<file path="config.mk">
export PLATFORM = sky130hd
export DESIGN_NAME = sync_length_checksum_deframer_top
export DESIGN_NICKNAME = d
export VERILOG_FILES = /design/src/hw/rtl/slcd_pkg.sv /design/src/hw/rtl/slcd_decoder.sv /design/src/hw/rtl/slcd_out_reg.sv /design/src/hw/rtl/sync_length_checksum_deframer_top.sv
export VERILOG_INCLUDE_DIRS = /design/src /design/src/hw/rtl
export SDC_FILE = /design/constraint.sdc
export NUM_CORES = 1
export LEC_CHECK = 0
export BUFFER_PORTS_ARGS = -buffer_cell sky130_fd_sc_hd__buf_2
export CAP_MARGIN = 20
export CORE_AREA = 2 2 66 100
export CTS_CLUSTER_DIAMETER = 150
export CTS_CLUSTER_SIZE = 8
export DETAILED_ROUTE_END_ITERATION = 12
export DIE_AREA = 0 0 68 102
export PLACE_DENSITY = 0.79
export SKIP_CTS_REPAIR_TIMING = 1
export SLEW_MARGIN = 20
export SYNTH_ARGS = -nofsm -noshare
export SYNTH_HDL_FRONTEND = slang
export SYNTH_SLANG_ARGS = --single-unit
</file>
<file path="constraint.sdc">
create_clock -name i_clk -period 3.2 [get_ports i_clk]
set_input_delay 0.16 -clock i_clk [delete_from_list [all_inputs] [get_ports i_clk]]
set_output_delay 0.16 -clock i_clk [all_outputs]
set_load 0.05 [all_outputs]
</file>
<file path="src/hw/rtl/sync_length_checksum_deframer_top_macros.svh">
// ----------------------------------------------------------------------------
// sync_length_checksum_deframer_top_macros.svh
// Assertion macros used by the deframer top level.
// ----------------------------------------------------------------------------
`ifndef SYNC_LENGTH_CHECKSUM_DEFRAMER_TOP_MACROS_SVH
`define SYNC_LENGTH_CHECKSUM_DEFRAMER_TOP_MACROS_SVH

// Same-cycle implication, checked outside reset.
`define SLCD_ASSERT_NOW(lbl, cond, expr, msg) \
    lbl: assert property (@(posedge i_clk) disable iff (!i_rst_n) \
        (cond) |-> (expr)) else $error(msg);

// Next-cycle implication, checked outside reset.
`define SLCD_ASSERT_NEXT(lbl, cond, expr, msg) \
    lbl: assert property (@(posedge i_clk) disable iff (!i_rst_n) \
        (cond) |=> (expr)) else $error(msg);

`endif

</file>
<file path="src/hw/rtl/slcd_pkg.sv">
// ----------------------------------------------------------------------------
// slcd_pkg
// Types and constants of the sync/length/checksum deframer.
// ----------------------------------------------------------------------------
package slcd_pkg;

    localparam logic [7:0] SYNC_BYTE     = 8'hAA;
    localparam logic [7:0] SYNC_HIGH_LEN = 8'h00;

    // Decoder phase
    typedef enum logic [2:0] {
        PH_HUNT  = 3'd0,
        PH_SYNC0 = 3'd1,
        PH_LEN   = 3'd2,
        PH_DATA  = 3'd3,
        PH_CHECK = 3'd4
    } t_phase;

    // Result kind
    typedef enum logic [1:0] {
        KIND_PAYLOAD = 2'd0,
        KIND_ACCEPT  = 2'd1,
        KIND_REJECT  = 2'd2
    } t_kind;

    // One result beat plus its valid flag
    typedef struct packed {
        logic       valid;
        t_kind      kind;
        logic [7:0] data;
        logic [7:0] index;
        logic [7:0] frame_length;
    } t_result;

endpackage

</file>
<file path="src/hw/rtl/slcd_decoder.sv">
// ----------------------------------------------------------------------------
// slcd_decoder
// Frame state machine: sync hunt, length capture, payload indexing and
// running checksum. Produces at most one result per processed byte.
// ----------------------------------------------------------------------------
module slcd_decoder
    import slcd_pkg::*;
(
    input  logic       i_clk,
    input  logic       i_rst_n,
    input  logic       i_fire,
    input  logic [7:0] i_byte,
    output t_result    o_res
);

    t_phase     r_phase, n_phase;
    logic [7:0] r_sum,   n_sum;
    logic [7:0] r_rem,   n_rem;
    logic [7:0] r_pos,   n_pos;
    logic [7:0] r_len,   n_len;

    // State registers
    always_ff @(posedge i_clk) begin
        if (!i_rst_n) begin
            r_phase <= PH_HUNT;
            r_sum   <= '0;
            r_rem   <= '0;
            r_pos   <= '0;
            r_len   <= '0;
        end else begin
            r_phase <= n_phase;
            r_sum   <= n_sum;
            r_rem   <= n_rem;
            r_pos   <= n_pos;
            r_len   <= n_len;
        end
    end

    // Next state
    always_comb begin
        n_phase = r_phase;
        n_sum   = r_sum;
        n_rem   = r_rem;
        n_pos   = r_pos;
        n_len   = r_len;
        if (i_fire) begin
            unique case (r_phase)
                PH_HUNT: begin
                    if (i_byte == SYNC_BYTE) n_phase = PH_SYNC0;
                end
                PH_SYNC0: begin
                    // a bad high length byte is not rechecked as sync
                    n_phase = (i_byte == SYNC_HIGH_LEN) ? PH_LEN : PH_HUNT;
                end
                PH_LEN: begin
                    n_len   = i_byte;
                    n_sum   = i_byte;
                    n_rem   = i_byte;
                    n_pos   = '0;
                    // empty frame goes straight to the checksum
                    n_phase = (i_byte == 8'd0) ? PH_CHECK : PH_DATA;
                end
                PH_DATA: begin
                    n_sum = r_sum + i_byte;
                    n_pos = r_pos + 8'd1;
                    n_rem = r_rem - 8'd1;
                    if (n_rem == 8'd0) n_phase = PH_CHECK;
                end
                PH_CHECK: begin
                    n_phase = PH_HUNT;
                end
                default: begin
                    n_phase = PH_HUNT;
                end
            endcase
        end
    end

    // Result for the byte being processed
    always_comb begin
        o_res              = '0;
        o_res.kind         = KIND_PAYLOAD;
        o_res.frame_length = r_len;
        unique case (r_phase)
            PH_DATA: begin
                o_res.valid = i_fire;
                o_res.data  = i_byte;
                o_res.index = r_pos;
            end
            PH_CHECK: begin
                o_res.valid = i_fire;
                o_res.kind  = (8'(r_sum + i_byte) == 8'd0) ? KIND_ACCEPT : KIND_REJECT;
            end
            default: begin
                o_res.valid = 1'b0;
            end
        endcase
    end

endmodule

</file>
<file path="src/hw/rtl/slcd_out_reg.sv">
// ----------------------------------------------------------------------------
// slcd_out_reg
// Result register in front of the output channel. Loads on i_load; o_free
// shows that the held beat is taken or the slot is empty.
// ----------------------------------------------------------------------------
module slcd_out_reg
    import slcd_pkg::*;
(
    input  logic    i_clk,
    input  logic    i_rst_n,
    input  logic    i_load,
    input  t_result i_res,
    input  logic    i_ready,
    output logic    o_free,
    output t_result o_res
);

    logic       r_valid;
    t_result    r_res;

    // slot can take a new result this cycle
    assign o_free = !r_valid || i_ready;

    // Valid flag
    always_ff @(posedge i_clk) begin
        if (!i_rst_n) begin
            r_valid <= 1'b0;
        end else if (i_load) begin
            r_valid <= i_res.valid;
        end else if (i_ready) begin
            r_valid <= 1'b0;
        end
    end

    // Payload, no reset needed
    always_ff @(posedge i_clk) begin
        if (i_load && i_res.valid) begin
            r_res <= i_res;
        end
    end

    always_comb begin
        o_res       = r_res;
        o_res.valid = r_valid;
    end

endmodule

</file>
<file path="src/hw/rtl/sync_length_checksum_deframer_top.sv">
// ----------------------------------------------------------------------------
// sync_length_checksum_deframer_top
// Byte-stream deframer: sync 0xAA, high length 0x00, length, payload,
// 8-bit additive checksum.
//
// Input channel: one received byte per beat on i_rx_byte (i_valid/o_ready).
// Output channel: o_kind, o_data, o_index, o_frame_length (o_valid/i_ready).
// A payload byte gives a payload beat with its index; the checksum byte
// gives an accept or reject beat; sync, high length and length bytes give
// no beat. A byte goes through an input register, then the decoder and
// checksum adder, then the result register, which offers the result.
// One byte per cycle is sustained while the receiver takes every beat;
// the rate is set by the single decoder pass and the 8-bit adder.
// Reset (synchronous, active low) empties both registers and puts the
// decoder back to the sync hunt with sum, count and length cleared.
// When the receiver stalls, the result register holds its beat; one more
// byte waits in the input register, then o_ready drops until the output
// moves again.
// ----------------------------------------------------------------------------
`include "sync_length_checksum_deframer_top_macros.svh"

module sync_length_checksum_deframer_top
    import slcd_pkg::*;
(
    input  logic       i_clk,
    input  logic       i_rst_n,
    input  logic       i_valid,
    output logic       o_ready,
    input  logic [7:0] i_rx_byte,
    output logic       o_valid,
    input  logic       i_ready,
    output logic [1:0] o_kind,
    output logic [7:0] o_data,
    output logic [7:0] o_index,
    output logic [7:0] o_frame_length
);

    logic       r_in_valid;
    logic [7:0] r_in_byte;
    logic       w_fire;
    logic       w_free;
    t_result    w_dec_res;
    t_result    w_out_res;

    // Process the held byte when the result slot can take its outcome
    assign w_fire  = r_in_valid && w_free;
    assign o_ready = !r_in_valid || w_fire;

    // Input register
    always_ff @(posedge i_clk) begin
        if (!i_rst_n) begin
            r_in_valid <= 1'b0;
        end else if (o_ready) begin
            r_in_valid <= i_valid;
        end
    end

    always_ff @(posedge i_clk) begin
        if (o_ready && i_valid) begin
            r_in_byte <= i_rx_byte;
        end
    end

    slcd_decoder u_decoder (
        .i_clk   (i_clk),
        .i_rst_n (i_rst_n),
        .i_fire  (w_fire),
        .i_byte  (r_in_byte),
        .o_res   (w_dec_res)
    );

    slcd_out_reg u_out_reg (
        .i_clk   (i_clk),
        .i_rst_n (i_rst_n),
        .i_load  (w_fire),
        .i_res   (w_dec_res),
        .i_ready (i_ready),
        .o_free  (w_free),
        .o_res   (w_out_res)
    );

    assign o_valid        = w_out_res.valid;
    assign o_kind         = w_out_res.kind;
    assign o_data         = w_out_res.data;
    assign o_index        = w_out_res.index;
    assign o_frame_length = w_out_res.frame_length;

    // Checks
    `SLCD_ASSERT_NOW(a_payload_index_in_frame, o_valid && o_kind == KIND_PAYLOAD, o_index < o_frame_length, "payload index beyond announced length")
    `SLCD_ASSERT_NOW(a_verdict_zero_fields, o_valid && o_kind != KIND_PAYLOAD, o_data == 8'd0 && o_index == 8'd0, "verdict beat carries nonzero data or index")
    `SLCD_ASSERT_NOW(a_stall_only_when_full, !o_ready, r_in_valid && o_valid && !i_ready, "input stalled without a held byte and a stalled result")
    `SLCD_ASSERT_NEXT(a_held_byte_kept, r_in_valid && !w_fire, r_in_valid, "held input byte lost without processing")

endmodule
</file>
==> metrics <==
total number of nets in the final design 401; layout cells sized above 1 18.0%; static leakage about 1.6 nW; count of final hold-check violations 0; result of the run finished clean; ANT cells 0; insertion delay to the later sink of the worst-skew pair around 350 ps; required time of the critical path ~3300 ps; initial core utilization 56.8%; global placement routability congestion slightly above 0.9; clock-pin transition on the worst setup and hold timing paths roughly 80 ps; number of vias after detailed routing approximately 2,700; Synthesis Warnings 0; post-synth cell types 62; die width between 60 and 70 um; number of sinks driven by the clock tree 71; number of buffers inserted by port buffering 39; number of max-cap violations 0; Final Critical Period about 2400 ps; peak ir drop on the vdd network between 0.3 and 0.4 mV; drc violations 0; via count of the first global-routing pass between 2,000 and 3,000; Worst Path Arrival approximately 2500 ps; worst setup path category reg2reg; clock tree from TritonCTS yes; Final Hold Slack around 46 ps; crit start category register; netlist area before placement 0.00343 mm2; flip-flop and latch count after synthesis 71; pin count of the biggest net entering global routing 33; Pre-antenna DRT Iters 4; type of the most critical hold path in2reg; TNS Setup 0 ps; Yosys top cell by area edfxtp_1; largest clock skew in the final design just over 8 ps; Setup crit end kind register; instance area at placement approximately 0.0036 mm2; Max-slew headroom a little under 60%; Detailed Place HPWL 4780 um; routed length per instance approximately 16 um; number of synthesized flops with an enable pin 34; max-slew violation total from the final report 0; I/O pins 40; fmax just over 400 MHz; final worst-path cycle share 75.4%; total wirelength of the detailed-routed design 7250 um; share of the synthesized area in the top cell type just under 30%; Post-synth top flop dfxtp_1; async set-reset flop share out of synthesis 0%; unrepaired setup endpoints after global routing false; std cell rows 35; worst-path fanout max 6; buffer type at the clock tree root clkbuf_8; Synth Instances approximately 340; Total Routing Usage GR 22.9%; power density cells roughly 470 mW/mm2; total nets after synthesis 361; final instance count without filler cells 457; CORE AREA slightly above 0.006 mm2; Die ar. between 0.006 and 0.007 mm2; TritonCTS buffer count 9; number of levels in the clock H-tree 3; worst reg-to-reg setup slack 790 ps; area overhead of the layout relative to synthesis 15.2%; overall overflow remaining after global route 0; sequential fraction of the synthesis area 51.3%; total setup violations reported at the end of the flow 0; Post-Synthesis Mean Instance Area approximately 10 um2; antenna violation net count after detailed routing 0; Finished Cell Area between 0.003 and 0.004 mm2; die height 102 um; maximum number of buffers from clock root to sink 2; via/cell ratio 5.98; number of antenna violations at the first check in global routing 0; ranking of synthesized cells by area edfxtp_1 30%, dfxtp_1 22%, o21ai_0 4.5%; placed cells 433; end-of-flow core utilization about two thirds; wire length of the first global-routing pass 11,900 um; count of routing violations after the opening detailed-route iteration 270; Slew @ Worst Pin approximately 600 ps
-- cells in the final DEF (no fill, tap or decap), types with 4 or more instances in the layout --
master	instances
clkbuf_8	9
nor2b_1	7
nand3b_1	4
or3_1	4
buf_2	39
nor3_1	7
dlygate4sd3_1	8
ha_1	10
a221oi_1	4
nand2_1	29
o21ai_0	31
dfxtp_1	37
a21boi_0	11
inv_1	7
edfxtp_1	34
xor2_1	8
and2_1	17
a21oi_1	19
nor2_1	23
-- path summary, 6_finish.rpt --
check / start / endpoint / cells after the start
hold / removal: i_valid / r_in_valid / 3
setup reg to reg: r_in_byte[0] / u_out_reg.o_res[25] / 6
setup / recovery: r_in_byte[0] / u_out_reg.o_res[25] / 6
hold reg to reg: u_decoder.r_len[4] / u_out_reg.o_res[4] / 0
-- sequential cells by signal (all words and copies together), names as in the netlist --
register and flops:
u_out_reg.o_res 26, r_in_byte 8, u_decoder.r_len 8, u_decoder.r_pos 8
u_decoder.r_rem 8, u_decoder.r_sum 8, u_decoder.r_phase 3, r_in_valid 1
u_out_reg.r_valid 1
-- Yosys cell counts (2+ instances only) --
library cell,count
and3_1,2
or3_1,4
o2bb2ai_1,2
a221oi_1,4
buf_2,7
a21o_1,2
a21boi_0,11
dfxtp_1,37
a22oi_1,2
a21boi_1,2
and4_1,2
nand4_1,3
a211oi_1,2
and2_1,17
o21a_1,3
nand2_1,29
buf_6,2
nor2b_1,7
nand3_1,3
a21oi_1,20
xor2_1,8
a31oi_1,2
o21ai_1,2
edfxtp_1,34
nand3b_1,4
nor3_1,7
nor3b_1,3
clkbuf_1,12
o21bai_1,2
nor4_1,2
o21ai_0,31
ha_1,10
o211a_1,2
inv_1,7
nor2_1,23
xnor2_1,2
-- per-layer routing --
metal | vias to the layer above | global-route usage, % | wire, um
li1 | 1315 | - | -
met1 | 1311 | 27.7 | 2890
met2 | 90 | 37.6 | 3670
met3 | 17 | 5.95 | 483
met4 | 0 | 10.8 | 208
met5 | - | 0 | 0
-- critical path, stage by stage (launching register included) --
cell      delay, ps
edfxtp_1        500
ha_1            280
fa_1            400
xor2_1          190
or3_1           330
nor4_1          330
a31oi_1         120
-- kinds of logic after synthesis --
kind of cell | count (synthesis) | synth area share [%]
flops | 71 | 51.3
buf+inv | 28 | 3.75
xor+xnor | 10 | 2.55
mux | 1 | 0.291
simple gates | 118 | 19.1
fa+ha+maj | 11 | 4.23
compound gates | 99 | 18.8
-- where the power goes --
part	internal [W]	switching, W	leakage [nW]
Combinational	0.0000328	0.0000344	0.817
Sequential	0.000954	0.0000206	0.631
Clock	0.000449	0.000370	0.112
-- through the flow --
step                      power, W  setup WS [ps]
final                      0.00186            788
after global routing       0.00192            683
after CTS                  0.00187            788
after detailed placement   0.00105            793
after global placement     0.00105            878
after floorplan            0.00103            552
-- layout make-up --
type,instances,area [um2]
multi-input combinational,239,1550
inverter,7,26.3
clock inverter,7,105
tap,74,92.6
fill,468,2090
sequential,71,1760
clock buffer,9,124
timing repair buffer,50,298
Note: power is estimated with default switching activity, not from simulation.
